`src/bbd_pkg.sv`:
```
// Package for the banked bus decoder: command and target codes, field widths,
// fixed addresses and the result and state-update structs. No dependencies.
`timescale 1ns / 1ps
`default_nettype none

package bbd_pkg;

   localparam int ADDR_W        = 16;
   localparam int DATA_W        = 8;
   localparam int CMD_W         = 3;
   localparam int TGT_W         = 4;
   localparam int MEM_ADDR_W    = 19;
   localparam int KEYS_W        = 64;
   localparam int CART_OFFSET_W = 14;
   localparam int RAM_OFFSET_W  = 13;
   localparam int REGION_W      = 2;

   // bus commands
   localparam logic [CMD_W-1:0] CMD_MEM_RD = 3'd0;
   localparam logic [CMD_W-1:0] CMD_MEM_WR = 3'd1;
   localparam logic [CMD_W-1:0] CMD_IO_RD  = 3'd2;
   localparam logic [CMD_W-1:0] CMD_IO_WR  = 3'd3;
   localparam logic [CMD_W-1:0] CMD_KEYS   = 3'd4;

   // decoded targets
   localparam logic [TGT_W-1:0] TGT_BOOT     = 4'd0;
   localparam logic [TGT_W-1:0] TGT_CART     = 4'd1;
   localparam logic [TGT_W-1:0] TGT_RAM      = 4'd2;
   localparam logic [TGT_W-1:0] TGT_LOCAL    = 4'd3;
   localparam logic [TGT_W-1:0] TGT_VDP_DATA = 4'd4;
   localparam logic [TGT_W-1:0] TGT_VDP_CTRL = 4'd5;
   localparam logic [TGT_W-1:0] TGT_VCOUNT   = 4'd6;
   localparam logic [TGT_W-1:0] TGT_HCOUNT   = 4'd7;
   localparam logic [TGT_W-1:0] TGT_PSG      = 4'd8;
   localparam logic [TGT_W-1:0] TGT_UART_CTL = 4'd9;
   localparam logic [TGT_W-1:0] TGT_UART_DAT = 4'd10;
   localparam logic [TGT_W-1:0] TGT_NONE     = 4'd11;

   // mapper registers in the top of the memory map
   localparam logic [ADDR_W-1:0] ADDR_SLOT2   = 16'hFFFF;
   localparam logic [ADDR_W-1:0] ADDR_SLOT1   = 16'hFFFE;
   localparam logic [ADDR_W-1:0] ADDR_SLOT0   = 16'hFFFD;
   localparam logic [ADDR_W-1:0] ADDR_BOOT_OFF = 16'hFFFC;

   // uart ports, visible only with the boot overlay set
   localparam logic [7:0] PORT_UART_CTL = 8'h10;
   localparam logic [7:0] PORT_UART_DAT = 8'h11;

   // io decode on port bits {7, 6, 0}
   localparam logic [2:0] IOSEL_MISC   = 3'b000;
   localparam logic [2:0] IOSEL_REGWR  = 3'b001;
   localparam logic [2:0] IOSEL_CNT_LO = 3'b010;
   localparam logic [2:0] IOSEL_CNT_HI = 3'b011;
   localparam logic [2:0] IOSEL_VDP_LO = 3'b100;
   localparam logic [2:0] IOSEL_VDP_HI = 3'b101;
   localparam logic [2:0] IOSEL_JOY    = 3'b110;
   localparam logic [2:0] IOSEL_REGION = 3'b111;

   localparam logic [DATA_W-1:0] READ_ALL_ONES = 8'hFF;
   localparam logic [5:0]        REGION_FILL   = 6'h3F;

   // joypad keys: bit index into the key matrix (row * 8 + column)
   localparam int KEY_BTN_X = 45;
   localparam int KEY_BTN_Z = 51;
   localparam int KEY_RIGHT = 15;
   localparam int KEY_LEFT  = 22;
   localparam int KEY_DOWN  = 23;
   localparam int KEY_UP    = 14;

   typedef struct packed {
      logic [TGT_W-1:0]      target;
      logic [MEM_ADDR_W-1:0] mem_address;
      logic                  write_strobe;
      logic [DATA_W-1:0]     read_value;
   } bbd_result_type;

   typedef struct packed {
      logic slot0_we;
      logic slot1_we;
      logic slot2_we;
      logic overlay_clr;
      logic region_we;
      logic keys_we;
   } bbd_update_type;

endpackage

`default_nettype wire

```
`src/banked_bus_decoder_top.sv`:
```
// Top level of the banked bus decoder: input register, decoder, mapper state
// and result register. Depends on bbd_pkg, bbd_decode and bbd_state.
`timescale 1ns / 1ps
`default_nettype none

// Banked bus decoder. Each req_ transfer is one CPU bus access (memory or io,
// read or write) or a key matrix update; each one produces exactly one rsp_
// transfer, in order. The response names the target device, the physical
// byte address inside boot ROM, cartridge or RAM (zero otherwise), a write
// strobe, and the read byte for accesses answered here (joypad, region bits,
// 0xFF on unused ports, zero past the end of the boot ROM).
// Rate: one transfer per clock while rsp_stall is low. The access lands in the
// input register on its req_ transfer edge, is decoded in one pass of
// combinational logic, and is captured in the result register once that
// register is free, at which point rsp_valid rises.
// Mapper state (three 16K page slots, boot overlay, region bits, key matrix)
// is written on the same edge the item moves into the result register, so the
// very next access already sees the new mapping. req_stall is raised only
// while the input register holds an item and the result register is full and
// stalled. No clearing pass; the block is ready right after reset.
// Reset state: slots 0/1/2 map pages 0/1/2, boot overlay on, region 3,
// all keys released.
module banked_bus_decoder_top #(
   parameter int PAGE_BITS      = 5,
   parameter int BOOT_ROM_BYTES = 16384
) (
   input  wire logic                           clock,
   input  wire logic                           reset,
   // request channel
   input  wire logic                           req_valid,
   output logic                                req_stall,
   input  wire logic [bbd_pkg::CMD_W-1:0]      req_command,
   input  wire logic [bbd_pkg::ADDR_W-1:0]     req_address,
   input  wire logic [bbd_pkg::DATA_W-1:0]     req_data,
   input  wire logic [bbd_pkg::KEYS_W-1:0]     req_key_matrix,
   // response channel
   output logic                                rsp_valid,
   input  wire logic                           rsp_stall,
   output logic      [bbd_pkg::TGT_W-1:0]      rsp_target,
   output logic      [bbd_pkg::MEM_ADDR_W-1:0] rsp_mem_address,
   output logic                                rsp_write_strobe,
   output logic      [bbd_pkg::DATA_W-1:0]     rsp_read_value
);
   import bbd_pkg::*;

   // input register
   logic                in_valid_ff;
   logic [CMD_W-1:0]    cmd_ff;
   logic [ADDR_W-1:0]   addr_ff;
   logic [DATA_W-1:0]   data_ff;
   logic [KEYS_W-1:0]   keys_ff;

   // result register
   logic                out_valid_ff;
   bbd_result_type      result_ff;

   logic                out_free;   // result register can take an item
   logic                advance;    // input register item moves to result
   logic                req_take;   // req_ transfer this cycle

   bbd_result_type      result_in;
   bbd_update_type      update;

   logic [PAGE_BITS-1:0] page_slot0, page_slot1, page_slot2;
   logic                 boot_overlay;
   logic [REGION_W-1:0]  region_code;
   logic [KEYS_W-1:0]    keyboard_rows;

   assign out_free  = !out_valid_ff || !rsp_stall;
   assign advance   = in_valid_ff && out_free;
   assign req_stall = in_valid_ff && !out_free;
   assign req_take  = req_valid && !req_stall;

   // input register: loads whenever it is empty or draining this cycle
   always_ff @(posedge clock) begin
      if (reset) begin
         in_valid_ff <= 1'b0;
      end else if (!req_stall) begin
         in_valid_ff <= req_valid;
      end
   end

   always_ff @(posedge clock) begin
      if (req_take) begin
         cmd_ff  <= req_command;
         addr_ff <= req_address;
         data_ff <= req_data;
         keys_ff <= req_key_matrix;
      end
   end

   bbd_decode #(
      .PAGE_BITS      (PAGE_BITS),
      .BOOT_ROM_BYTES (BOOT_ROM_BYTES)
   ) u_decode (
      .command       (cmd_ff),
      .address       (addr_ff),
      .page_slot0    (page_slot0),
      .page_slot1    (page_slot1),
      .page_slot2    (page_slot2),
      .boot_overlay  (boot_overlay),
      .region_code   (region_code),
      .keyboard_rows (keyboard_rows),
      .result        (result_in),
      .update        (update)
   );

   // state commits exactly when the item is handed to the result register
   bbd_state #(
      .PAGE_BITS (PAGE_BITS)
   ) u_state (
      .clock         (clock),
      .reset         (reset),
      .enable        (advance),
      .update        (update),
      .data          (data_ff),
      .key_matrix    (keys_ff),
      .page_slot0    (page_slot0),
      .page_slot1    (page_slot1),
      .page_slot2    (page_slot2),
      .boot_overlay  (boot_overlay),
      .region_code   (region_code),
      .keyboard_rows (keyboard_rows)
   );

   // result register
   always_ff @(posedge clock) begin
      if (reset) begin
         out_valid_ff <= 1'b0;
      end else if (out_free) begin
         out_valid_ff <= in_valid_ff;
      end
   end

   always_ff @(posedge clock) begin
      if (advance) begin
         result_ff <= result_in;
      end
   end

   assign rsp_valid        = out_valid_ff;
   assign rsp_target       = result_ff.target;
   assign rsp_mem_address  = result_ff.mem_address;
   assign rsp_write_strobe = result_ff.write_strobe;
   assign rsp_read_value   = result_ff.read_value;

endmodule

`default_nettype wire

```
`src/bbd_state.sv`:
```
// Mapper state registers: page slots, boot overlay, region bits, key matrix.
// Depends on bbd_pkg; written by the update flags from bbd_decode.
`timescale 1ns / 1ps
`default_nettype none

module bbd_state #(
   parameter int PAGE_BITS = 5
) (
   input  wire logic                          clock,
   input  wire logic                          reset,
   input  wire logic                          enable,
   input  wire bbd_pkg::bbd_update_type       update,
   input  wire logic [bbd_pkg::DATA_W-1:0]    data,
   input  wire logic [bbd_pkg::KEYS_W-1:0]    key_matrix,
   output logic      [PAGE_BITS-1:0]          page_slot0,
   output logic      [PAGE_BITS-1:0]          page_slot1,
   output logic      [PAGE_BITS-1:0]          page_slot2,
   output logic                               boot_overlay,
   output logic      [bbd_pkg::REGION_W-1:0]  region_code,
   output logic      [bbd_pkg::KEYS_W-1:0]    keyboard_rows
);
   import bbd_pkg::*;

   localparam logic [PAGE_BITS-1:0] SLOT0_RST = PAGE_BITS'(0);
   localparam logic [PAGE_BITS-1:0] SLOT1_RST = PAGE_BITS'(1);
   localparam logic [PAGE_BITS-1:0] SLOT2_RST = PAGE_BITS'(2);

   logic [PAGE_BITS-1:0] slot0_ff, slot1_ff, slot2_ff;
   logic                 overlay_ff;
   logic [REGION_W-1:0]  region_ff;
   logic [KEYS_W-1:0]    keys_ff;
   logic [PAGE_BITS-1:0] page_in;

   assign page_in = data[PAGE_BITS-1:0];

   always_ff @(posedge clock) begin
      if (reset) begin
         slot0_ff   <= SLOT0_RST;
         slot1_ff   <= SLOT1_RST;
         slot2_ff   <= SLOT2_RST;
         overlay_ff <= 1'b1;
         region_ff  <= 2'b11;
         keys_ff    <= '1;
      end else if (enable) begin
         if (update.slot0_we) begin
            slot0_ff <= page_in;
         end
         if (update.slot1_we) begin
            slot1_ff <= page_in;
         end
         if (update.slot2_we) begin
            slot2_ff <= page_in;
         end
         if (update.overlay_clr) begin
            overlay_ff <= 1'b0;
         end
         if (update.region_we) begin
            region_ff <= {data[7], data[5]};
         end
         if (update.keys_we) begin
            keys_ff <= key_matrix;
         end
      end
   end

   assign page_slot0    = slot0_ff;
   assign page_slot1    = slot1_ff;
   assign page_slot2    = slot2_ff;
   assign boot_overlay  = overlay_ff;
   assign region_code   = region_ff;
   assign keyboard_rows = keys_ff;

endmodule

`default_nettype wire

```
`src/bbd_decode.sv`:
```
// Combinational access decoder: target, physical address, strobe, local
// read data and state-update flags. Depends on bbd_pkg.
`timescale 1ns / 1ps
`default_nettype none

module bbd_decode #(
   parameter int PAGE_BITS      = 5,
   parameter int BOOT_ROM_BYTES = 16384
) (
   input  wire logic [bbd_pkg::CMD_W-1:0]    command,
   input  wire logic [bbd_pkg::ADDR_W-1:0]   address,
   input  wire logic [PAGE_BITS-1:0]         page_slot0,
   input  wire logic [PAGE_BITS-1:0]         page_slot1,
   input  wire logic [PAGE_BITS-1:0]         page_slot2,
   input  wire logic                         boot_overlay,
   input  wire logic [bbd_pkg::REGION_W-1:0] region_code,
   input  wire logic [bbd_pkg::KEYS_W-1:0]   keyboard_rows,
   output bbd_pkg::bbd_result_type           result,
   output bbd_pkg::bbd_update_type           update
);
   import bbd_pkg::*;

   localparam logic [ADDR_W:0] BOOT_LIMIT = (ADDR_W + 1)'(BOOT_ROM_BYTES);

   function automatic logic [MEM_ADDR_W-1:0] cart_addr(input logic [PAGE_BITS-1:0] page,
                                                      input logic [ADDR_W-1:0]    addr);
      return (MEM_ADDR_W'(page) << CART_OFFSET_W) | MEM_ADDR_W'(addr[CART_OFFSET_W-1:0]);
   endfunction

   logic [7:0]             port;
   logic [2:0]             io_sel;
   logic                   io_wr;
   logic                   in_low_16k;
   logic [MEM_ADDR_W-1:0]  ram_addr;
   logic [DATA_W-1:0]      joypad;

   assign port       = address[7:0];
   assign io_sel     = {port[7], port[6], port[0]};
   assign io_wr      = (command == CMD_IO_WR);
   assign in_low_16k = (address[15:14] == 2'b00);
   assign ram_addr   = MEM_ADDR_W'(address[RAM_OFFSET_W-1:0]);

   // active-low keys straight through to active-low pad bits
   assign joypad = {2'b11, keyboard_rows[KEY_BTN_X], keyboard_rows[KEY_BTN_Z],
                    keyboard_rows[KEY_RIGHT], keyboard_rows[KEY_LEFT],
                    keyboard_rows[KEY_DOWN], keyboard_rows[KEY_UP]};

   always_comb begin
      result = '{target: TGT_NONE, mem_address: '0, write_strobe: 1'b0, read_value: '0};
      update = '0;

      unique case (command)
         CMD_MEM_RD: begin
            priority if (boot_overlay && in_low_16k) begin
               if ({1'b0, address} < BOOT_LIMIT) begin
                  result.target      = TGT_BOOT;
                  result.mem_address = MEM_ADDR_W'(address);
               end else begin
                  result.target = TGT_LOCAL;
               end
            end else if (address[15:10] == 6'd0) begin
               result.target      = TGT_CART;
               result.mem_address = MEM_ADDR_W'(address);
            end else if (in_low_16k) begin
               result.target      = TGT_CART;
               result.mem_address = cart_addr(page_slot0, address);
            end else if (address[15:14] == 2'b01) begin
               result.target      = TGT_CART;
               result.mem_address = cart_addr(page_slot1, address);
            end else if (address[15:14] == 2'b10) begin
               result.target      = TGT_CART;
               result.mem_address = cart_addr(page_slot2, address);
            end else begin
               result.target      = TGT_RAM;
               result.mem_address = ram_addr;
            end
         end

         CMD_MEM_WR: begin
            if (boot_overlay && address[15:14] == 2'b01) begin
               result.target       = TGT_CART;
               result.mem_address  = cart_addr(page_slot1, address);
               result.write_strobe = 1'b1;
            end
            if (address[15:14] == 2'b11) begin
               result.target       = TGT_RAM;
               result.mem_address  = ram_addr;
               result.write_strobe = 1'b1;
            end
            update.slot2_we    = (address == ADDR_SLOT2);
            update.slot1_we    = (address == ADDR_SLOT1);
            update.slot0_we    = (address == ADDR_SLOT0);
            update.overlay_clr = (address == ADDR_BOOT_OFF);
         end

         CMD_IO_RD, CMD_IO_WR: begin
            if (boot_overlay && (port == PORT_UART_CTL || port == PORT_UART_DAT)) begin
               result.target       = (port == PORT_UART_CTL) ? TGT_UART_CTL : TGT_UART_DAT;
               result.write_strobe = io_wr;
            end else begin
               unique case (io_sel)
                  IOSEL_REGWR: begin
                     if (io_wr) begin
                        update.region_we = 1'b1;
                     end else begin
                        result.target     = TGT_LOCAL;
                        result.read_value = READ_ALL_ONES;
                     end
                  end
                  IOSEL_CNT_LO, IOSEL_CNT_HI: begin
                     if (io_wr) begin
                        result.target       = TGT_PSG;
                        result.write_strobe = 1'b1;
                     end else begin
                        result.target = port[0] ? TGT_HCOUNT : TGT_VCOUNT;
                     end
                  end
                  IOSEL_VDP_LO, IOSEL_VDP_HI: begin
                     result.target       = port[0] ? TGT_VDP_CTRL : TGT_VDP_DATA;
                     result.write_strobe = io_wr;
                  end
                  IOSEL_JOY: begin
                     if (!io_wr) begin
                        result.target     = TGT_LOCAL;
                        result.read_value = joypad;
                     end
                  end
                  IOSEL_REGION: begin
                     if (!io_wr) begin
                        result.target     = TGT_LOCAL;
                        result.read_value = {region_code, REGION_FILL};
                     end
                  end
                  IOSEL_MISC: begin
                     if (!io_wr) begin
                        result.target     = TGT_LOCAL;
                        result.read_value = READ_ALL_ONES;
                     end
                  end
               endcase
            end
         end

         CMD_KEYS: begin
            update.keys_we = 1'b1;
         end

         default: begin
            // unused commands: no target, no state change
         end
      endcase
   end

endmodule

`default_nettype wire

```
`config.mk`:
```
export PLATFORM = sky130hd
export DESIGN_NAME = banked_bus_decoder_top
export DESIGN_NICKNAME = d
export VERILOG_FILES = /design/src/bbd_pkg.sv /design/src/banked_bus_decoder_top.sv /design/src/bbd_state.sv /design/src/bbd_decode.sv
export SDC_FILE = /design/constraint.sdc
export NUM_CORES = 1
export LEC_CHECK = 0
export ABC_CLOCK_PERIOD_IN_PS = 4700
export BUFFER_PORTS_ARGS = -buffer_cell sky130_fd_sc_hd__clkbuf_2
export CORE_ASPECT_RATIO = 0.5
export CORE_UTILIZATION = 40
export CTS_CLUSTER_SIZE = 40
export DETAILED_ROUTE_END_ITERATION = 8
export GPL_TIMING_DRIVEN = 0
export HOLD_SLACK_MARGIN = 0.12
export PLACE_DENSITY = 0.64
export SLEW_MARGIN = 20
export SYNTH_ARGS = -nofsm -noshare
export SYNTH_HDL_FRONTEND = slang
export SYNTH_SLANG_ARGS = --single-unit
```
`constraint.sdc`:
```
create_clock -name clock -period 4.7 [get_ports clock]
set_input_delay 0.235 -clock clock [delete_from_list [all_inputs] [get_ports clock]]
set_output_delay 0.235 -clock clock [all_outputs]
set_load 0.01 [all_outputs]
```
==> run metrics, run 1 <==
outcome finished, final reports clean; Syn Std Cell Area 3620 sq um; IR Drop Worst-Case VDD 0.190 mV; Clock Path Buffers 2; initial antenna violation count 0; worst hold margin 171 ps; post-CTS sizing 0; Slew @ Worst Pin 947 ps; Worst path slowest cell nor4_2; Slew Limit Fails 0; async set or reset register ratio after synthesis 0%; sequential share of the synthesized area 67.4%; post-DR wirelength/cell 15.0 um; Area Growth Syn to Fin 31.6%; delay-heaviest family, CP simple AND/OR/NAND/NOR gates; Starting Density 41.5%; first-pass GRT wire length 13.1 mm; Root Buffer clkbuf_16; Main synth FF type edfxtp_1; via count 2,706; critical path class reg -> reg; fin util 54.6%; met1 usage 23.2%; Most common cell on crit path clkbuf_1; met3 global-route usage 6.29%; number of H-tree levels 3; GR Util met2 29.8%; I/O Buffers 69; Final min period 2440 ps; synth warn 0; Total Neg Setup Slack 0 ps; Layout fillers 742; crit path DAT 2710 ps; FMAX 409 MHz; TritonRoute pass-1 iters 5; CTS tree built; Slew headroom 35.2%; vias in the first global route 2,672; initial detailed-routing violation count 254; vias per cell 5.12; die width 137 um; final period utilization 52.0%; Hold Crit Class in -> reg; GPL Wtd Cong 0.909; final worst slack 2260 ps; clock slew at reported path FFs 60 ps; Final Cell Area 4770 sq um; GR Overflow Total 0; net count after synthesis 388; crit path launch type flop; Total GRT Usage 18.4%; Worst setup EP type flop; sequential share of power 52.0%; Worst EP required 4970 ps; EDFF count, synth 64; Worst path max stage delay 540 ps; Core Box Area 8740 sq um; placed cell area 4140 sq um; post-DP HPWL 5.60 mm; share of layout cells above drive strength 1 22.6%; register area 2440 sq um; Fin Clk Skew 4.42 ps; Pint 0.00137 W; clk_lat worst skew 340 ps; Cell Rows 24; Final Hold Vio Count 0; ant diodes 0; critical-path cell list clkbuf_1 > nand2_1 > nor4_2 > clkbuf_1 > nand4_1 > a21oi_1; # setup viols final 0; Ports 129; cts-stage hold buffer count 33; leakage dissipation 1.80 nW; DRC viols 0; Psw 0.000368 W; die height 69.3 um; Power Density 364 nW/um^2; combinational share of power 7.4%; RSZ-0062 raised after global routing false; Synth Register Bits 90; area of the multi-input gates 1110 sq um; grt peak-use layer met2; setup bufs post-CTS 0; Unique masters post-synth 39; Setup WS pre-CTS 2290 ps; Routed Antenna Nets 0; worst-path fanout max 10; largest net degree at the start of global routing 34; cells after synthesis 293; Net Sw Frac 21.2%; max-cap violation count 0; CP bufs+invs 2; syn avg cell area 12.4 sq um; Die ar. 9460 sq um; final WL 7.95 mm; clk sinks 90; CTS Buf Count 9; clock share of power 40.7%; Layout Nets 502
-- placed cells by master (no fill, tap or decap), drive strengths merged, types with 9 or more instances in the layout --
master,synthesis,final
a21oi,27,27
nor2,9,9
o21ai,32,32
dlygate4sd3,0,33
mux2i,11,11
edfxtp,64,64
nand4,16,16
and2,16,16
dfxtp,26,26
nand2,15,15
clkbuf,13,93
-- cell usage after synthesis, drive strengths merged (2+ instances only) --
| cell | n | area share (%) |
|---|---|---|
| a21boi | 2 | 0.41 |
| a21o | 3 | 0.62 |
| a21oi | 27 | 3.7 |
| a22o | 4 | 0.97 |
| a31oi | 2 | 0.35 |
| and2 | 16 | 2.8 |
| and3 | 4 | 0.69 |
| and4 | 2 | 0.48 |
| buf | 2 | 0.28 |
| clkbuf | 13 | 1.3 |
| dfxtp | 26 | 14 |
| edfxtp | 64 | 53 |
| inv | 5 | 0.52 |
| mux2i | 11 | 3.0 |
| nand2 | 15 | 1.6 |
| nand2b | 2 | 0.35 |
| nand3 | 5 | 0.69 |
| nand4 | 16 | 2.8 |
| nor2 | 9 | 0.93 |
| nor2b | 5 | 0.86 |
| nor3 | 5 | 0.69 |
| nor4 | 2 | 0.52 |
| o21a | 3 | 0.62 |
| o21ai | 32 | 4.4 |
| o21bai | 2 | 0.41 |
| o31ai | 2 | 0.41 |
| or3 | 4 | 0.69 |
-- metrics by stage --
stage	power, W	std cells
floorplan	0.000972	293
global placement	0.00102	479
detailed placement	0.00102	480
CTS	0.00176	529
global route	0.00180	529
finish	0.00174	529
-- worst min-delay path, stage by stage --
cell and delay, ps:
clkbuf_2 100, a21oi_1 60, nor2_1 80
-- routing by layer --
metal | vias to the layer above | part of all wire (%)
li1 | 1342 | -
met3 | 9 | 6.5
met1 | 1274 | 44
met4 | 0 | 1.2
met2 | 81 | 48
met5 | - | 0
-- state kept, by name (all words and copies together) (netlist names) --
signal	count
rsp_write_strobe	1
addr_ff	16
rsp_target	4
u_state.keyboard_rows	6
rsp_valid	1
keys_ff	6
rsp_read_value	8
rsp_mem_address	19
in_valid_ff	1
u_state.region_code	2
u_state.page_slot0	5
cmd_ff	3
u_state.page_slot2	5
data_ff	7
u_state.boot_overlay	1
u_state.page_slot1	5
-- cell families after synthesis --
| family | Yosys count | synth area share [%] |
|---|---|---|
| mux | 11 | 3.04 |
| buf+inv | 20 | 2.14 |
| compound gates | 81 | 13.0 |
| flops | 90 | 67.4 |
| simple gates | 91 | 14.4 |
-- worst paths after layout --
| check | start | endpoint | slack (ps) | depth (start not counted) |
|---|---|---|---|---|
| worst max register to register | addr_ff[15]$_DFFE_PP_ | u_state.page_slot2[3]$_SDFFE_PP0P_ | 2260 | 6 |
| worst max-delay path | addr_ff[15]$_DFFE_PP_ | u_state.page_slot2[3]$_SDFFE_PP0P_ | 2260 | 6 |
| worst min-delay path | rsp_stall | rsp_valid$_SDFFE_PP0N_ | 170 | 3 |
| worst min register to register | keys_ff[15]$_DFFE_PP_ | u_state.keyboard_rows[15]$_SDFFE_PP1P_ | 450 | 2 |
-- final cells by class --
class                   count  share of cell area, %
repair buffers            103                   14.6
inverters                   5                  0.394
flip-flops and latches     90                   51.2
clock inverters             5                   1.13
clock buffers              11                   5.09
plain buffers              15                   1.23
well taps                 117                   3.07
multi-input cells         183                   23.3
-- power groups by stage --
stage	sequential [W]	combinational (W)	clock [W]
floorplan	0.000923	0.0000493	0
global placement	0.000920	0.0000992	0
detailed placement	0.000919	0.000106	0
CTS	0.000902	0.000128	0.000725
global route	0.000905	0.000139	0.000755
finish	0.000902	0.000128	0.000706
(Power assumes the default switching activity.)
==> run 2: changes to the inputs <==
ABC_CLOCK_PERIOD_IN_PS = 2400   (was 4700)
clock period = 2.4 ns   (was 4.7 ns; I/O delays follow)
==> run 2 against run 1 <==
Critical path depth is the same; highest routed layer unchanged; total power increased by 110%; cell count up 0.19%; maximum frequency is 5.8% higher; sequential power is 96% higher; sequential share of layout area down 0.74 points; die area is the same; routed wire length is 2.8% higher; clock power rose by 120%; global-route usage increased by 0.12 points; critical path type unchanged; worst setup slack worse by 2200 ps.
==> run metrics, run 2 (same netlist as run 1, synthesis figures left out) <==
CTS Buf Count 9 (unchanged); Largest register FFs 19 (unchanged); clk sinks 90 (unchanged); vias in the first global route 2,650 (was 2,672); post-DR wirelength/cell 15.4 um (was 15.0 um); Total GRT Usage 18.6% (was 18.4%); Area Growth Syn to Fin 33.6% (was 31.6%); GPL Wtd Cong 0.885 (was 0.909); final WL 8.18 mm (was 7.95 mm); initial detailed-routing violation count 263 (was 254); RSZ-0062 raised after global routing true (was false); via count 2,704 (was 2,706); Power Density 737 nW/um^2 (was 364 nW/um^2); Layout fillers 754 (was 742); Critical Path Start cmd_ff[1]$_DFFE_PP_ (was addr_ff[15]$_DFFE_PP_); die height 69.3 um (unchanged); vias per cell 5.10 (was 5.12); Final min period 2310 ps (was 2440 ps); setup bufs post-CTS 0 (unchanged); Slew @ Worst Pin 1010 ps (was 947 ps); Ports 129 (unchanged); final period utilization 96.2% (was 52.0%); crit path launch type flop (unchanged); leakage dissipation 1.83 nW (was 1.80 nW); worst-path fanout max 8 (was 10); clk_lat worst skew 340 ps (about the same); # setup viols final 0 (unchanged); I/O Buffers 69 (unchanged); Hold Crit Class reg -> reg (was in -> reg); Routed Antenna Nets 0 (unchanged); TritonRoute pass-1 iters 4 (was 5); Final Hold Vio Count 0 (unchanged); Die ar. 9460 sq um (unchanged); first-pass GRT wire length 13.2 mm (was 13.1 mm); Starting Density 41.5% (unchanged); Core Box Area 8740 sq um (unchanged); crit path DAT 2540 ps (was 2710 ps); worst hold start keys_ff[51]$_DFFE_PP_ (was rsp_stall); GR Overflow Total 0 (unchanged); clock slew at reported path FFs 60 ps (about the same); Worst EP required 2630 ps (was 4970 ps); post-DP HPWL 5.59 mm (was 5.60 mm); setup slack, reg-to-reg 90 ps (was 2260 ps); CTS tree built (unchanged); worst r2r src cmd_ff[1]$_DFFE_PP_ (was addr_ff[15]$_DFFE_PP_); critical path class reg -> reg (unchanged); Slew Limit Fails 0 (unchanged); worst hold margin 470 ps (was 171 ps); IR Drop Worst-Case VDD 0.385 mV (was 0.190 mV); number of H-tree levels 3 (unchanged); Fin Clk Skew 8.85 ps (was 4.42 ps); largest net degree at the start of global routing 34 (unchanged); Slew headroom 31.1% (was 35.2%); Root Buffer clkbuf_16 (unchanged); DRC viols 0 (unchanged); commonest cells after routing, fill and taps aside clkbuf_2 (71), edfxtp_1 (64), dlygate4sd3_1 (35) (was clkbuf_2 (69), edfxtp_1 (64), dlygate4sd3_1 (33)); Layout Nets 503 (was 502); Clock Path Buffers 2 (unchanged); initial antenna violation count 0 (unchanged); Cell Rows 24 (unchanged); outcome finished, final reports clean (unchanged); ant diodes 0 (unchanged); FMAX 433 MHz (was 409 MHz); Total Neg Setup Slack 0 ps (unchanged); Worst setup EP type flop (unchanged); commonest non-fill, non-tap cell in the layout clkbuf_2 (unchanged); die width 137 um (unchanged); share of layout cells above drive strength 1 23.5% (was 22.6%); max-cap violation count 0 (unchanged)
-- run 2: cell count changes in the layout (fill, tap and decap cells not counted), sizes merged --
cell         previous run  this run
clkinv                  4         2
inv                     5         6
dlygate4sd3            33        35
-- run 2: area by class of cell --
cell class | count | area (sq um) | area share (%)
plain buffers | 14 | 57.6 | 1.19
clock buffers | 12 | 289 | 5.97
clock inverters | 4 | 52.6 | 1.09
inverters | 5 | 18.8 | 0.388
multi-input cells | 183 | 1120 | 23.1
flip-flops and latches | 90 | 2440 | 50.5
well taps | 117 | 146 | 3.03
repair buffers | 105 | 716 | 14.8
-- run 2: timing repair --
item | CTS | global route
pin swaps | 0 | 0
cloned | 0 | 0
gates resized for setup | 0 | 10
hold buffers | 35 | 0
hold endpoints to repair | 35 | 0
endpoints found under the setup margin | 2 | 16
-- run 2: metrics by stage --
step	total power, W	instance area [sq um]	cells	worst slack [ps]	util, %
3_5_place_dp	0.00201	4140	480	30.6	47.4
6_report	0.00356	4840	530	90.1	55.4
2_1_floorplan	0.00190	3620	293	254	-
3_3_place_gp	0.00200	4120	479	-124	47.1
5_1_grt	0.00368	4840	530	-6.00	55.4
4_1_cts	0.00360	4830	530	76.3	55.3
-- run 2: critical path: stages, from the launching register on --
cell and delay, ps:
edfxtp_1 350, buf_2 180, or3b_4 440, or4_1 530, buf_2 180, or3_1 360, a21o_1 170
-- run 2: metal layers --
layer  up-vias  wire length, um  global-route usage [%]
met5         -                0                       0
met4         0              103                    6.91
met3         8              499                    5.34
met2        78             3970                    29.2
met1      1277             3610                    24.4
li1       1341                -                       -
-- run 2: report_power, final --
group | switching, W | internal, W
logic | 0.000134 | 0.000116
clock network | 0.000578 | 0.000965
registers | 0.0000374 | 0.00173
-- run 2: final timing paths --
check / to / depth (start not counted)
worst max-delay path: u_state.page_slot1[0]$_SDFFE_PP1P_ / 6
worst min-delay path: u_state.keyboard_rows[51]$_SDFFE_PP1P_ / 2
worst max register to register: u_state.page_slot1[0]$_SDFFE_PP1P_ / 6
worst min register to register: u_state.keyboard_rows[51]$_SDFFE_PP1P_ / 2
